File: config.mk
export PLATFORM = sky130hd
export DESIGN_NAME = audio_frame_header_deframer
export DESIGN_NICKNAME = d
export VERILOG_FILES = /design/src/afd_pkg.sv /design/src/afd_ram.sv /design/src/afd_front.sv /design/src/afd_reqq.sv /design/src/afd_back.sv /design/src/audio_frame_header_deframer.sv
export SDC_FILE = /design/constraint.sdc
export NUM_CORES = 1
export LEC_CHECK = 0
export ABC_CLOCK_PERIOD_IN_PS = 4200
export BUFFER_PORTS_ARGS = -buffer_cell sky130_fd_sc_hd__buf_2
export CAP_MARGIN = 25
export CORE_MARGIN = 2
export CORE_UTILIZATION = 45
export CTS_CLUSTER_SIZE = 16
export DETAILED_ROUTE_END_ITERATION = 8
export GPL_TIMING_DRIVEN = 0
export PLACE_DENSITY = 0.7
export SLEW_MARGIN = 10
export SYNTH_ARGS = -nofsm -noshare
export SYNTH_HDL_FRONTEND = slang
export SYNTH_SLANG_ARGS = --single-unit
File: constraint.sdc
create_clock -name clk -period 4.2 [get_ports clk]
set_clock_uncertainty 0.05 [all_clocks]
set_input_delay 0.63 -clock clk [delete_from_list [all_inputs] [get_ports clk]]
set_output_delay 0.63 -clock clk [all_outputs]
set_load 0.02 [all_outputs]
File: src/afd_pkg.sv
// shared types and constants of the audio frame header deframer
package afd_pkg;

	localparam int BYTE_W         = 8;
	localparam int POS_W          = 6;
	localparam int HDR_DEPTH      = 16;
	localparam int HEADER_BYTES   = 14;
	localparam int TRAILER_BYTES  = 5;
	localparam int OVERFLOW_LIMIT = 255;
	localparam int MONO_PAYLOAD   = 32;
	localparam int AFTER_HDR_MAX  = 127;

	localparam int PADDR_W        = 3;
	localparam int PDATA_W        = 32;

	// register index is paddr[2]
	localparam logic REG_STEREO_MODE = 1'b0;

	// header bytes, padded with zeros past the header length
	localparam logic [BYTE_W-1:0] HDR_MONO [HDR_DEPTH] = '{
		8'h24, 8'h4B, 8'h49, 8'h54, 8'h52, 8'h41, 8'h2C, 8'h36,
		8'h38, 8'h33, 8'h2C, 8'h33, 8'h32, 8'h2C, 8'h00, 8'h00
	};
	localparam logic [BYTE_W-1:0] HDR_STEREO [HDR_DEPTH] = '{
		8'h24, 8'h4B, 8'h49, 8'h54, 8'h52, 8'h41, 8'h2C, 8'h36,
		8'h38, 8'h33, 8'h2C, 8'h36, 8'h34, 8'h2C, 8'h00, 8'h00
	};

	// drain request from the front part: one per completed frame
	typedef struct packed {
		logic             valid;
		logic [POS_W-1:0] last_idx;
	} drain_req_t;

endpackage

File: src/afd_ram.sv
// generic single-port-write, single-port-read ram with registered read data
module afd_ram #(
	parameter int WIDTH = 8,
	parameter int DEPTH = 64
) (
	input  logic                     clk,
	input  logic                     we,
	input  logic [$clog2(DEPTH)-1:0] waddr,
	input  logic [WIDTH-1:0]         wdata,
	input  logic                     re,
	input  logic [$clog2(DEPTH)-1:0] raddr,
	output logic [WIDTH-1:0]         rdata
);

	logic [WIDTH-1:0] mem_q [DEPTH];
	logic [WIDTH-1:0] rdata_q;

	always_ff @(posedge clk) begin
		if (we) begin
			mem_q[waddr] <= wdata;
		end
		if (re) begin
			rdata_q <= mem_q[raddr];
		end
	end

	assign rdata = rdata_q;

endmodule

File: src/afd_front.sv
// front part: header hunt, payload store writes, frame completion
module afd_front #(
	parameter int MAX_PAYLOAD = 64
) (
	input  logic                                clk,
	input  logic                                arst_n,
	input  logic                                stereo_mode,
	input  logic                                in_valid,
	output logic                                in_stall,
	input  logic [afd_pkg::BYTE_W-1:0]          rx_byte,
	input  logic                                back_busy,
	output logic                                ram_we,
	output logic [$clog2(MAX_PAYLOAD)-1:0]      ram_waddr,
	output logic [afd_pkg::BYTE_W-1:0]          ram_wdata,
	output afd_pkg::drain_req_t                 push
);

	import afd_pkg::*;

	localparam int AW = $clog2(MAX_PAYLOAD);

	logic [7:0] bsc_q;
	logic [3:0] hp_q;
	logic       inf_q;
	logic [6:0] bah_q;

	logic       accept;
	logic       ovf;
	logic [7:0] bsc_base;
	logic [3:0] hp_base;
	logic       inf_base;
	logic [6:0] bah_base;
	logic [7:0] hdr_b;
	logic [4:0] p_next;
	logic [6:0] plen;
	logic [7:0] total;
	logic [6:0] bah_inc;
	logic       done;

	// a new frame may not overwrite the store while the last one drains
	assign in_stall = inf_q & back_busy;
	assign accept   = in_valid & ~in_stall;

	assign ovf      = bsc_q >= 8'(OVERFLOW_LIMIT);
	assign bsc_base = ovf ? 8'd0 : bsc_q;
	assign hp_base  = ovf ? 4'd0 : hp_q;
	assign inf_base = ovf ? 1'b0 : inf_q;
	assign bah_base = ovf ? 7'd0 : bah_q;

	assign plen  = stereo_mode ? 7'(MAX_PAYLOAD) : 7'(MONO_PAYLOAD);
	assign total = {1'b0, plen} + 8'(TRAILER_BYTES);

	assign hdr_b = stereo_mode ? HDR_STEREO[hp_base] : HDR_MONO[hp_base];

	always_comb begin
		if (rx_byte == hdr_b) begin
			p_next = {1'b0, hp_base} + 5'd1;
		end else if (rx_byte == HDR_MONO[0]) begin
			p_next = 5'd1;
		end else begin
			p_next = 5'd0;
		end
	end

	assign bah_inc = (bah_base < 7'(AFTER_HDR_MAX)) ? bah_base + 7'd1 : bah_base;
	assign done    = inf_base & ({1'b0, bah_inc} >= total);

	assign ram_we    = accept & inf_base & (bah_base < plen);
	assign ram_waddr = bah_base[AW-1:0];
	assign ram_wdata = rx_byte;

	assign push.valid    = accept & done;
	assign push.last_idx = POS_W'(plen - 7'd1);

	always_ff @(posedge clk or negedge arst_n) begin
		if (!arst_n) begin
			bsc_q <= '0;
			hp_q  <= '0;
			inf_q <= 1'b0;
			bah_q <= '0;
		end else if (accept) begin
			if (!inf_base) begin
				bsc_q <= bsc_base + 8'd1;
				bah_q <= bah_base;
				if (p_next >= 5'(HEADER_BYTES)) begin
					hp_q  <= '0;
					inf_q <= 1'b1;
					bah_q <= '0;
				end else begin
					hp_q  <= p_next[3:0];
					inf_q <= 1'b0;
				end
			end else if (done) begin
				bsc_q <= '0;
				hp_q  <= '0;
				inf_q <= 1'b0;
				bah_q <= '0;
			end else begin
				bsc_q <= bsc_base + 8'd1;
				hp_q  <= hp_base;
				inf_q <= 1'b1;
				bah_q <= bah_inc;
			end
		end
	end

endmodule

File: src/afd_reqq.sv
// two-entry queue of drain requests between front and back
module afd_reqq (
	input  logic                          clk,
	input  logic                          arst_n,
	input  afd_pkg::drain_req_t           push,
	input  logic                          pop,
	output logic                          nonempty,
	output logic [afd_pkg::POS_W-1:0]     head_last_idx
);

	import afd_pkg::*;

	logic [POS_W-1:0] entry_q [2];
	logic             wr_ptr_q;
	logic             rd_ptr_q;
	logic [1:0]       count_q;
	logic             do_push;
	logic             do_pop;

	assign nonempty      = count_q != 2'd0;
	assign head_last_idx = entry_q[rd_ptr_q];
	assign do_push       = push.valid & (count_q != 2'd2);
	assign do_pop        = pop & nonempty;

	always_ff @(posedge clk) begin
		if (do_push) begin
			entry_q[wr_ptr_q] <= push.last_idx;
		end
	end

	always_ff @(posedge clk or negedge arst_n) begin
		if (!arst_n) begin
			wr_ptr_q <= 1'b0;
			rd_ptr_q <= 1'b0;
			count_q  <= '0;
		end else begin
			if (do_push) begin
				wr_ptr_q <= ~wr_ptr_q;
			end
			if (do_pop) begin
				rd_ptr_q <= ~rd_ptr_q;
			end
			unique case ({do_push, do_pop})
				2'b10:   count_q <= count_q + 2'd1;
				2'b01:   count_q <= count_q - 2'd1;
				default: count_q <= count_q;
			endcase
		end
	end

endmodule

File: src/afd_back.sv
// back part: reads the stored payload out as a run of result bytes
module afd_back #(
	parameter int MAX_PAYLOAD = 64
) (
	input  logic                           clk,
	input  logic                           arst_n,
	input  logic                           q_nonempty,
	input  logic [afd_pkg::POS_W-1:0]      q_last_idx,
	output logic                           q_pop,
	output logic                           busy,
	output logic                           ram_re,
	output logic [$clog2(MAX_PAYLOAD)-1:0] ram_raddr,
	input  logic [afd_pkg::BYTE_W-1:0]     ram_rdata,
	output logic                           out_valid,
	input  logic                           out_stall,
	output logic [afd_pkg::BYTE_W-1:0]     payload_byte,
	output logic [afd_pkg::POS_W-1:0]      byte_position,
	output logic                           last_of_frame
);

	import afd_pkg::*;

	localparam int AW = $clog2(MAX_PAYLOAD);

	logic              active_q;
	logic [AW-1:0]     cnt_q;
	logic [AW-1:0]     last_q;
	logic              rd_pending_q;
	logic [AW-1:0]     pos_s1;
	logic              last_s1;
	logic              out_valid_q;
	logic [BYTE_W-1:0] byte_q;
	logic [AW-1:0]     pos_q;
	logic              last_q_out;

	logic load_out;
	logic issue;

	assign q_pop     = ~active_q & q_nonempty;
	assign busy      = active_q | q_nonempty;
	assign load_out  = rd_pending_q & (~out_valid_q | ~out_stall);
	// read data register holds while the output register is full and out_stall is high
	assign issue     = active_q & (~rd_pending_q | load_out);
	assign ram_re    = issue;
	assign ram_raddr = cnt_q;

	always_ff @(posedge clk) begin
		if (q_pop) begin
			last_q <= q_last_idx[AW-1:0];
		end
		if (issue) begin
			pos_s1  <= cnt_q;
			last_s1 <= cnt_q == last_q;
		end
		if (load_out) begin
			byte_q     <= ram_rdata;
			pos_q      <= pos_s1;
			last_q_out <= last_s1;
		end
	end

	always_ff @(posedge clk or negedge arst_n) begin
		if (!arst_n) begin
			active_q     <= 1'b0;
			cnt_q        <= '0;
			rd_pending_q <= 1'b0;
			out_valid_q  <= 1'b0;
		end else begin
			if (q_pop) begin
				active_q <= 1'b1;
				cnt_q    <= '0;
			end else if (issue) begin
				if (cnt_q == last_q) begin
					active_q <= 1'b0;
				end else begin
					cnt_q <= cnt_q + AW'(1);
				end
			end
			rd_pending_q <= issue | (rd_pending_q & ~load_out);
			if (load_out) begin
				out_valid_q <= 1'b1;
			end else if (~out_stall) begin
				out_valid_q <= 1'b0;
			end
		end
	end

	assign out_valid     = out_valid_q;
	assign payload_byte  = byte_q;
	assign byte_position = POS_W'(pos_q);
	assign last_of_frame = last_q_out;

endmodule

File: src/audio_frame_header_deframer.sv
// top level of the audio frame header deframer
// Takes one received byte per request and hunts for the 14-byte ASCII frame header whose
// channel digits follow stereo_mode (register 0: 0 expects "32" and 32 payload bytes, 1
// expects "64" and 64). When the last trailer byte arrives the stored payload is read out
// of a payload ram with separate write and read ports, one byte per cycle while out_stall
// is low: the drain request passes the request queue, the back part's active flag, the
// ram read data register and the output register before the first byte is valid. The
// final byte is marked by last_of_frame. While that run is still being read out, header
// hunting goes on, but in_stall rises once a new header has been found and stays up
// until the run has left the ram. A count of 255 received bytes drops any partial frame.
// No clearing pass after reset.
module audio_frame_header_deframer #(
	parameter int MAX_PAYLOAD = 64
) (
	input  logic                          clk,
	input  logic                          arst_n,
	input  logic                          psel,
	input  logic                          penable,
	input  logic                          pwrite,
	input  logic [afd_pkg::PADDR_W-1:0]   paddr,
	input  logic [afd_pkg::PDATA_W-1:0]   pwdata,
	output logic [afd_pkg::PDATA_W-1:0]   prdata,
	output logic                          pready,
	input  logic                          in_valid,
	output logic                          in_stall,
	input  logic [afd_pkg::BYTE_W-1:0]    rx_byte,
	output logic                          out_valid,
	input  logic                          out_stall,
	output logic [afd_pkg::BYTE_W-1:0]    payload_byte,
	output logic [afd_pkg::POS_W-1:0]     byte_position,
	output logic                          last_of_frame
);

	import afd_pkg::*;

	localparam int AW = $clog2(MAX_PAYLOAD);

	logic              stereo_mode_q;
	logic              back_busy;
	logic              ram_we;
	logic [AW-1:0]     ram_waddr;
	logic [BYTE_W-1:0] ram_wdata;
	logic              ram_re;
	logic [AW-1:0]     ram_raddr;
	logic [BYTE_W-1:0] ram_rdata;
	drain_req_t        push;
	logic              q_pop;
	logic              q_nonempty;
	logic [POS_W-1:0]  q_last_idx;

	assign pready = 1'b1;

	always_ff @(posedge clk or negedge arst_n) begin
		if (!arst_n) begin
			stereo_mode_q <= 1'b0;
		end else if (psel && penable && pwrite && paddr[2] == REG_STEREO_MODE) begin
			stereo_mode_q <= pwdata[0];
		end
	end

	assign prdata = (paddr[2] == REG_STEREO_MODE) ? {{(PDATA_W-1){1'b0}}, stereo_mode_q}
	                                              : '0;

	afd_front #(
		.MAX_PAYLOAD(MAX_PAYLOAD)
	) u_front (
		.clk        (clk),
		.arst_n     (arst_n),
		.stereo_mode(stereo_mode_q),
		.in_valid   (in_valid),
		.in_stall   (in_stall),
		.rx_byte    (rx_byte),
		.back_busy  (back_busy),
		.ram_we     (ram_we),
		.ram_waddr  (ram_waddr),
		.ram_wdata  (ram_wdata),
		.push       (push)
	);

	afd_ram #(
		.WIDTH(BYTE_W),
		.DEPTH(MAX_PAYLOAD)
	) u_ram (
		.clk  (clk),
		.we   (ram_we),
		.waddr(ram_waddr),
		.wdata(ram_wdata),
		.re   (ram_re),
		.raddr(ram_raddr),
		.rdata(ram_rdata)
	);

	afd_reqq u_reqq (
		.clk          (clk),
		.arst_n       (arst_n),
		.push         (push),
		.pop          (q_pop),
		.nonempty     (q_nonempty),
		.head_last_idx(q_last_idx)
	);

	afd_back #(
		.MAX_PAYLOAD(MAX_PAYLOAD)
	) u_back (
		.clk          (clk),
		.arst_n       (arst_n),
		.q_nonempty   (q_nonempty),
		.q_last_idx   (q_last_idx),
		.q_pop        (q_pop),
		.busy         (back_busy),
		.ram_re       (ram_re),
		.ram_raddr    (ram_raddr),
		.ram_rdata    (ram_rdata),
		.out_valid    (out_valid),
		.out_stall    (out_stall),
		.payload_byte (payload_byte),
		.byte_position(byte_position),
		.last_of_frame(last_of_frame)
	);

endmodule
==> impl_metrics.ini, run 1 <==
[drt]
drt-initial-drc-count = 1492
vias_per_cell = 5.93
ant_nets = 0
routed_wl_um = 51500
dr_total_vias = 12149
first_pass_iters = 5
drc_errors = 0
avgRoutedWirePerCell_um = 25.1

[power]
p_clk_share_pct = 31.2
internal_power_mw = 11.5
p_comb_share_pct = 26.8
power.switching_mw = 4.52
p_seq_share_pct = 42.0
vdd_drop_max_uv = 359
p_sw_share_pct = 28.2
power.density_mw_per_mm2 = 592
p_leak_nw = 8.77

[cts]
clkLatencyLatePin_ns = 0.62
clk_pin_slew_ns = 0.07
cts_tree = built
htree_levels = 2
cts_buffers = 56
cts_num_sinks = 579
clockRootBuffer = clkbuf_16
clockBufferDepth = 3

[critical_path]
crit_path_start = u_front.bsc_q[0]
r2r_cells = 18
startpoint_type = register
cp.arrival_ns = 4.47
r2r_start = u_front.bsc_q[0]
cp-end-kind = register
worst-setup-path-type = reg2reg
crit_required_ns = 4.69
cp_max_fo = 10

[sta]
tns_ns = 0
slew_headroom_pct = 10.6
post-route-period-util_pct = 94.6
worst_pin_slew_ns = 1.34
period_needed_ns = 3.97
max_freq_mhz = 252
setup_viol_count_final = 0
hold_slack_ns = 0.0575
slew_violations = 0
report.final.hold_viol_count = 0
rsz0062_at_grt = yes

[floorplanning]
die_h_um = 233
dieArea_mm2 = 0.0542
die_x_um = 233
rows = 83
io_pins = 100
core-area_mm2 = 0.0515
initial_utilization_pct = 45.8

[layout]
nets = 1386
n_antenna_cell = 0
utilization_pct = 52.5
drive_gt1_share_pct = 30.8
finalInstanceArea_mm2 = 0.0271
area_growth_syn_to_layout_pct = 14.8

[synthesis]
synth-edff-count = 545
synth_cells = 1180
synth_seq_cells = 579
ys_async_sr_fraction_pct = 5.87
syn_area_per_cell_um2 = 20.0
synth_flop_cell = edfxtp_1
seq_area_frac_synth_pct = 73.0
ys_types = 71
ys_warn_count = 0
syn-cell-area_mm2 = 0.0236

[global_route]
grt_pass1_vias = 11727
grtUsageTotal_pct = 19.3
overflow = 0
antenna_found_initial = 1
grt_max_degree = 49
grt_pass1_wl_um = 76400

[place]
hpwl_um = 33800
port_buffers = 34
gp_congestion = 0.857
placed_area_mm2 = 0.0249

[run_status]
run_status = finished, final reports clean

[min_path]
hold_class = in2async

[run]
max_cap_viol_count = 0
## layout make-up
type | count | area (µm²)
plain buffers | 89 | 514
clock buffers | 72 | 1470
clock inverters | 33 | 350
fillers | 3998 | 24500
inverters | 15 | 56.3
multi-input cells | 527 | 6160
flip-flops and latches | 579 | 17200
well taps | 680 | 851
repair buffers | 54 | 440
## metal layers
layer	up-vias	track usage, %	wire (µm)
met5	-	0	0
met4	0	5.02	1320
met3	94	3.01	3800
met2	556	30.3	24700
met1	6421	28.3	21700
li1	5078	-	-
## logic make-up after synthesis
kind of cell	count (synthesis)	share of synthesized area [%]
DFF	579	73.0
xor gates and xnor gates	14	0.520
AOI/OAI and AO/OA	84	2.59
other	2	0.0319
muxes	174	16.3
and+or+nand+nor	209	4.37
adders and majority gates	14	0.743
buffers and inverters	104	2.38
## cells in the final DEF, fill, tap and decap left out, types with 5 or more instances in the layout
cell type  count
dfrtp_1       34
nor3_1         8
and3_1         5
edfxtp_1     545
buf_4         49
buf_12         9
clkbuf_16     56
nand3_1       24
xor2_1         6
inv_1         15
clkinv_2      10
a22o_1         6
nor2_4         9
o21ai_0       10
bufinv_16      6
nor2_1        50
a21oi_1       15
and2_1         6
nand2_1       28
mux4_2       168
conb_1        32
clkbuf_1      44
buf_2         43
a31oi_1        5
xnor2_1        7
buf_1          8
nand3b_1       6
nor2_2        30
clkinv_1       9
ha_1          13
## sequential cells by signal, summed over array words and instances, names as in the netlist
signal / flops
u_reqq.count_q: 2
u_front.bsc_q: 8
u_back.out_valid: 1
u_reqq.entry_q: 2
u_back.byte_position: 6
u_front.inf_q: 1
u_ram.rdata: 8
u_back.pos_s1: 6
u_ram.mem_q: 512
u_front.bah_q: 7
u_front.hp_q: 4
u_back.active_q: 1
u_back.last_q: 1
u_back.ram_raddr: 6
u_back.payload_byte: 8
u_back.rd_pending_q: 1
u_reqq.wr_ptr_q: 1
u_back.last_s1: 1
u_reqq.rd_ptr_q: 1
u_back.last_of_frame: 1
stereo_mode_q: 1
## critical path: stages (launching register included)
cell and delay [ns]:
dfrtp_1 0.41, ha_1 0.24, and3_1 0.15, clkbuf_4 0.20
nand2_8 0.13, buf_6 0.16, and2_1 0.19, ha_4 0.19
nand3_1 0.09, or3_1 0.34, and2_1 0.15, ha_1 0.28
o21ai_2 0.10, nand2b_4 0.17, o221ai_4 0.14, and2_1 0.18
buf_2 0.15, or4_1 0.47, o211ai_1 0.10
## per-stage QoR
step           power, mW  setup WS, ns  cells
2_1_floorplan       9.75         0.334   1210
3_3_place_gp        11.0        -0.238   1924
3_5_place_dp        11.1        -0.222   1934
4_1_cts             16.1        -0.185   2039
5_1_grt             16.6       -0.0111   2049
6_report            16.0         0.225   2049
## synth_stat cells (all sizes together) (9+ instances only)
library cell  count  share of area [%]
a21oi            17               0.38
nor2             89                1.4
inv              15               0.24
nor3              9               0.21
buf              59                1.7
nand3            28               0.59
nand2            30               0.51
mux4            168                 16
dfrtp            34                3.6
edfxtp          545                 69
ha               14               0.74
clkbuf           30               0.48
o21ai            14               0.30
## power groups by stage
stage | logic (mW) | registers [mW] | clock network (mW)
4_1_cts | 4.31 | 6.72 | 5.06
3_3_place_gp | 4.19 | 6.83 | 0
6_report | 4.30 | 6.72 | 5.00
5_1_grt | 4.54 | 6.74 | 5.28
3_5_place_dp | 4.29 | 6.84 | 0
2_1_floorplan | 2.89 | 6.86 | 0
## what timing repair did
item / CTS / global route
pin swaps: 0 / 4
hold buffers: 0 / 0
resized for setup: 16 / 55
setup buffers: 0 / 10
gates cloned: 0 / 0
endpoints found under the setup margin: 203 / 473
## path summary, 6_finish.rpt
kind | endpoint | slack (ns)
min | u_back.ram_raddr[5] | 0.06
max reg2reg | u_front.bsc_q[5] | 0.23
max | u_front.bsc_q[5] | 0.23
min in group clk | stereo_mode_q | 0.16
min reg2reg | u_back.byte_position[1] | 0.37
max in group asynchronous | u_front.hp_q[1] | 3.51
No activity file was read; power rests on OpenSTA's default activity.
==> run 2, diff against run 1 <==
BUFFER_PORTS_ARGS = -buffer_cell sky130_fd_sc_hd__clkbuf_2   (was -buffer_cell sky130_fd_sc_hd__buf_2)
==> run 2 against run 1 <==
Net effect: the flow now finishes with violations (setup timing); final area decreased by 0.88%; global-route usage about the same; total power decreased by 0.11%; first-iteration DRC count decreased by 16%; die area unchanged; combinational power about the same; routed wire length decreased by 0.54%.
==> impl_metrics.ini, run 2 (same netlist as run 1, synthesis figures left out) <==
[run_status]
run_status = finished, violations left
violations = setup timing

[floorplanning]
rows = 83
die_x_um = 233
core-area_mm2 = 0.0515
dieArea_mm2 = 0.0542
die_h_um = 233
initial_utilization_pct = 45.8
io_pins = 100

[layout]
area_growth_syn_to_layout_pct = 13.8
largest-register = u_ram.mem_q
final_common_cell = edfxtp_1
largest_reg_flops = 512
fill_cells = 4045
nets = 1373
utilization_pct = 52.1
layout_common_cells = edfxtp_1, mux4_2, clkbuf_16, clkbuf_1, nor2_1
n_antenna_cell = 0
drive_gt1_share_pct = 29.7

[min_path]
hold_class = in2async

[drt]
drc_errors = 0
ant_nets = 0
avgRoutedWirePerCell_um = 25.2
vias_per_cell = 5.82
routed_wl_um = 51200
first_pass_iters = 6
drt-initial-drc-count = 1259
dr_total_vias = 11829

[sta]
slew_violations = 0
setup_viol_count_final = 7
rsz0062_at_grt = yes
worst_pin_slew_ns = 1.38
period_needed_ns = 4.21
report.final.hold_viol_count = 0
slew_headroom_pct = 7.99
post-route-period-util_pct = 100
layout_setup_ws_ns = -0.00574
hold_slack_ns = 0.0515
max_freq_mhz = 238

[place]
hpwl_um = 32300
gp_congestion = 0.849
port_buffers = 34

[power]
p_leak_nw = 8.66
power.total_mw = 16.0
vdd_drop_max_uv = 352
power.density_mw_per_mm2 = 596

[critical_path]
startpoint_type = register
worst-setup-path-type = reg2reg
cp-end-kind = register
crit_required_ns = 4.38
cp_max_fo = 10
cp.arrival_ns = 4.39

[cts]
clockRootBuffer = clkbuf_16
cts_tree = built
clk_pin_slew_ns = 0.06
cts_buffers = 55
htree_levels = 2
clockBufferDepth = 3
clkLatencyLatePin_ns = 0.63
cts_num_sinks = 579

[global_route]
grt_pass1_vias = 11705
grtUsageTotal_pct = 19.3
antenna_found_initial = 0
grt_max_degree = 70
overflow = 0
grt_pass1_wl_um = 76200

[run]
max_cap_viol_count = 0
==> run 2: cell type report <==
class	count	area, µm²	share of cell area [%]
multi-input combinational	527	6110	22.8
tap	680	851	3.17
clock inverter	26	345	1.29
timing repair buffer	42	265	0.989
buffer	89	517	1.93
clock buffer	75	1460	5.45
inverter	15	56.3	0.210
sequential	579	17200	64.2
==> run 2: metal layers <==
| layer | wire (µm) | track usage (%) |
|---|---|---|
| met1 | 21700 | 27.6 |
| met2 | 24900 | 30.7 |
| met3 | 3150 | 2.79 |
| met4 | 1430 | 6.33 |
| met5 | 0 | 0 |
==> run 2: worst max-delay path, cell delays in order (launching register included) <==
cell      delay (ns)
dfrtp_1         0.40
ha_1            0.20
and3_1          0.16
clkbuf_4        0.23
nand2_8         0.11
nand2_1         0.11
inv_1           0.05
ha_1            0.25
o21ai_1         0.06
nor4b_2         0.50
nand4b_1        0.75
nor2_1          0.93
==> run 2: through the flow <==
step | worst slack (ns) | TNS, ns | cells | instance area, µm²
2_1_floorplan | 0.334 | 0 | 1210 | 23700
3_3_place_gp | -0.235 | -1.11 | 1924 | 24700
3_5_place_dp | -0.281 | -2.73 | 1927 | 24800
4_1_cts | -0.0114 | -0.104 | 2028 | 26600
5_1_grt | -0.201 | -9.16 | 2033 | 26800
6_report | -0.00574 | -0.0151 | 2033 | 26800
==> run 2: repair_timing <==
action	CTS	global route
endpoints found under the setup margin	15	380
gates resized for setup	10	52
setup buffers	0	4
pin swaps	0	4
hold buffers	0	0
==> run 2: report_power, final <==
group	leakage, nW	total (mW)	switching (mW)	internal, mW
combinational	2.46	4.29	2.24	2.05
sequential	5.34	6.72	0.130	6.59
clock	0.865	4.99	2.11	2.88
total	8.66	16.0	4.48	11.5
==> run 2: worst paths after layout <==
kind,from,endpoint,slack [ns],cells after the start
min in group clk,pwdata[0],stereo_mode_q,0.18,3
min reg2reg,u_back.ram_raddr[3],u_back.pos_s1[3],0.37,0
max in group asynchronous,arst_n,u_front.bah_q[5],3.47,1
max reg2reg,u_front.bsc_q[0],u_ram.mem_q[61][5],-0.006,11
max,u_front.bsc_q[0],u_ram.mem_q[61][5],-0.006,11
min,arst_n,u_back.ram_raddr[5],0.05,1
==> run 3, diff against run 2 <==
ABC_AREA = 1   (was default)
PLACE_DENSITY = default   (was 0.7)
SYNTH_HIERARCHICAL = 1   (was default)
==> run 3 against run 2 <==
Net effect: the flow now finishes without violations; cell count up 64%; core utilization down 0.55 points; critical path type unchanged; maximum frequency up 7.7%; count of clock-buffer cells in the layout down 5; synthesized area up 10%; flip-flop and latch count up 15; setup slack better by 0.30 ns; sequential share of layout area down 4.5 points; first-iteration DRC count up 35%; critical path depth up 14; register-to-register slack better by 0.30 ns; worst hold slack better by 0.025 ns; largest cell class unchanged.
==> impl_metrics.ini, run 3 <==
[run_status]
run_status = finished, final reports clean

[cts]
clkLatencyLatePin_ns = 0.63
htree_levels = 2
clk_pin_slew_ns = 0.06
ctsHoldBuffers = 0
cts_buffers = 59
clockBufferDepth = 3
cts_num_sinks = 594
clockRootBuffer = clkbuf_16
cts_tree = built

[synthesis]
synth_flop_cell = edfxtp_1
synth_seq_cells = 594
ys_async_sr_fraction_pct = 5.72
ys_warn_count = 6
syn_area_per_cell_um2 = 11.0
ys_types = 39
syn-cell-area_mm2 = 0.0260
synth_common_cells = nand2_1, edfxtp_1, nand3_1
yosys.area.top_type_share_pct = 64.6
synth_cells = 2376
synth-edff-count = 560
yosys.area.top_type = edfxtp_1
synth_most_common_cell = nand2_1
synth.area.top_cells = edfxtp_1, nand2_1, nand3_1
seq_area_frac_synth_pct = 67.9

[place]
hpwl_um = 48100
placed_area_mm2 = 0.0274
gp_congestion = 0.926
port_buffers = 34
place_ws_ns = -0.470

[critical_path]
crit_required_ns = 4.66
startpoint_type = register
cp-end-kind = register
worst-setup-path-type = reg2reg
cp.arrival_ns = 4.37
cp_max_fo = 8

[global_route]
grt_pass1_wl_um = 106000
grt_max_degree = 65
antenna_found_initial = 0
overflow = 0
grtUsageTotal_pct = 23.9
grt_pass1_vias = 17276

[min_path]
hold_class = in2async

[layout]
largest_reg_flops = 512
area_growth_syn_to_layout_pct = 13.7
drive_gt1_share_pct = 14.6
multi_input_area_mm2 = 0.00719
nets = 2594
top_regs = u_ram/mem_q x512, u_reqq/entry_q x12
regArea_mm2 = 0.0177
n_antenna_cell = 0
fill_cells = 5063
final_common_cell = nand2_1
largest-register = u_ram/mem_q
finalInstanceArea_mm2 = 0.0296
layout_common_cells = nand2_1, edfxtp_1, nand3_1, buf_4, inv_1

[sta]
report.final.hold_viol_count = 0
layout_setup_ws_ns = 0.295
setup_viol_count_final = 0
max_freq_mhz = 256
slew_headroom_pct = 40.4
worst_pin_slew_ns = 0.894
rsz0062_at_grt = no
slew_violations = 0
period_needed_ns = 3.90
post-route-period-util_pct = 93.0

[power]
vdd_drop_max_uv = 383
power.density_mw_per_mm2 = 623
p_leak_nw = 11.5

[drt]
ant_nets = 0
drt-initial-drc-count = 1705
first_pass_iters = 7
avgRoutedWirePerCell_um = 21.4
routed_wl_um = 71500
vias_per_cell = 5.44
drc_errors = 0
dr_total_vias = 18177

[floorplanning]
die_x_um = 245
rows = 88
dieArea_mm2 = 0.0598
die_h_um = 245
core-area_mm2 = 0.0575
io_pins = 100
initial_utilization_pct = 45.3

[run]
max_cap_viol_count = 0
[run 3: area by class of cell]
class,instances,share of cell area [%]
clock buffers,70,5.20
repair buffers,60,1.22
flip-flops and latches,594,59.7
plain buffers,170,4.15
well taps,765,3.23
inverters,85,1.09
clock inverters,37,1.17
multi-input cells,1560,24.3
[run 3: final timing paths]
check | from | end | slack [ns] | cells after the start
setup / recovery | u_front/bsc_q[0] | u_reqq/count_q[1] | 0.30 | 25
hold / removal | arst_n | u_back/out_valid | 0.08 | 1
setup reg to reg | u_front/bsc_q[0] | u_reqq/count_q[1] | 0.30 | 25
hold reg to reg | u_ram/rdata[4] | u_back/payload_byte[4] | 0.37 | 0
max in group asynchronous | arst_n | u_front/bsc_q[2] | 3.47 | 1
min in group clk | out_stall | u_back/out_valid | 0.19 | 3
[run 3: metrics by stage]
stage	TNS (ns)	instances	hold slack [ns]	utilization (%)	total power, mW
floorplan	0	2410	0.284	-	11.0
global placement	-77.11	3209	0.353	47.5	13.2
detailed placement	-73.56	3218	0.358	47.7	13.2
CTS	-6.41	3332	0.0862	51.2	18.4
global route	0	3341	0.135	51.5	19.3
finish	0	3341	0.0763	51.5	18.4
[run 3: cell families after synthesis]
kind of cell / Yosys count / share of synthesized area, %
flip-flops: 594 / 67.9
AO/OA/AOI/OAI: 18 / 0.432
XOR/XNOR: 11 / 0.370
buffers and inverters: 256 / 5.97
other: 3 / 0.0432
AND/OR/NAND/NOR: 1480 / 24.7
adder cells (fa/ha/maj): 14 / 0.673
[run 3: timing repair]
item,4_1_cts,5_1_grt
endpoints found under the setup margin,373,351
setup buffers,7,10
pin swaps,3,2
resized for setup,37,21
[run 3: where the power goes]
part	internal, mW	total, mW	switching [mW]
Combinational	1.87	6.35	4.48
Sequential	6.79	6.93	0.138
Clock	2.97	5.17	2.21
Total	11.6	18.4	6.82
[run 3: metal layers]
metal / GRT usage [%] / up-vias / wire (µm)
li1: - / 8425 / -
met1: 31.8 / 8878 / 29400
met2: 39.9 / 717 / 34200
met3: 3.36 / 157 / 5110
met4: 9.00 / 0 / 2750
met5: 0 / - / 0
[run 3: worst max-delay path: stages, from the launching register on]
cell and delay (ns):
dfrtp_1 0.40, ha_1 0.21, inv_1 0.06, nor2_1 0.06, nand2_4 0.13, nand2_1 0.12, inv_1 0.14, ha_1 0.20
nand2_1 0.07, nor2_2 0.17, nand3_1 0.10, nand2_1 0.07, nand3_1 0.11, ha_1 0.37, nand4_1 0.12, or2_1 0.23
buf_2 0.17, nand2_1 0.08, nand2_2 0.08, nor2_1 0.17, nand2_2 0.11, ha_1 0.31, inv_1 0.09, nand3_1 0.07
nand2_1 0.06, nand2_1 0.05
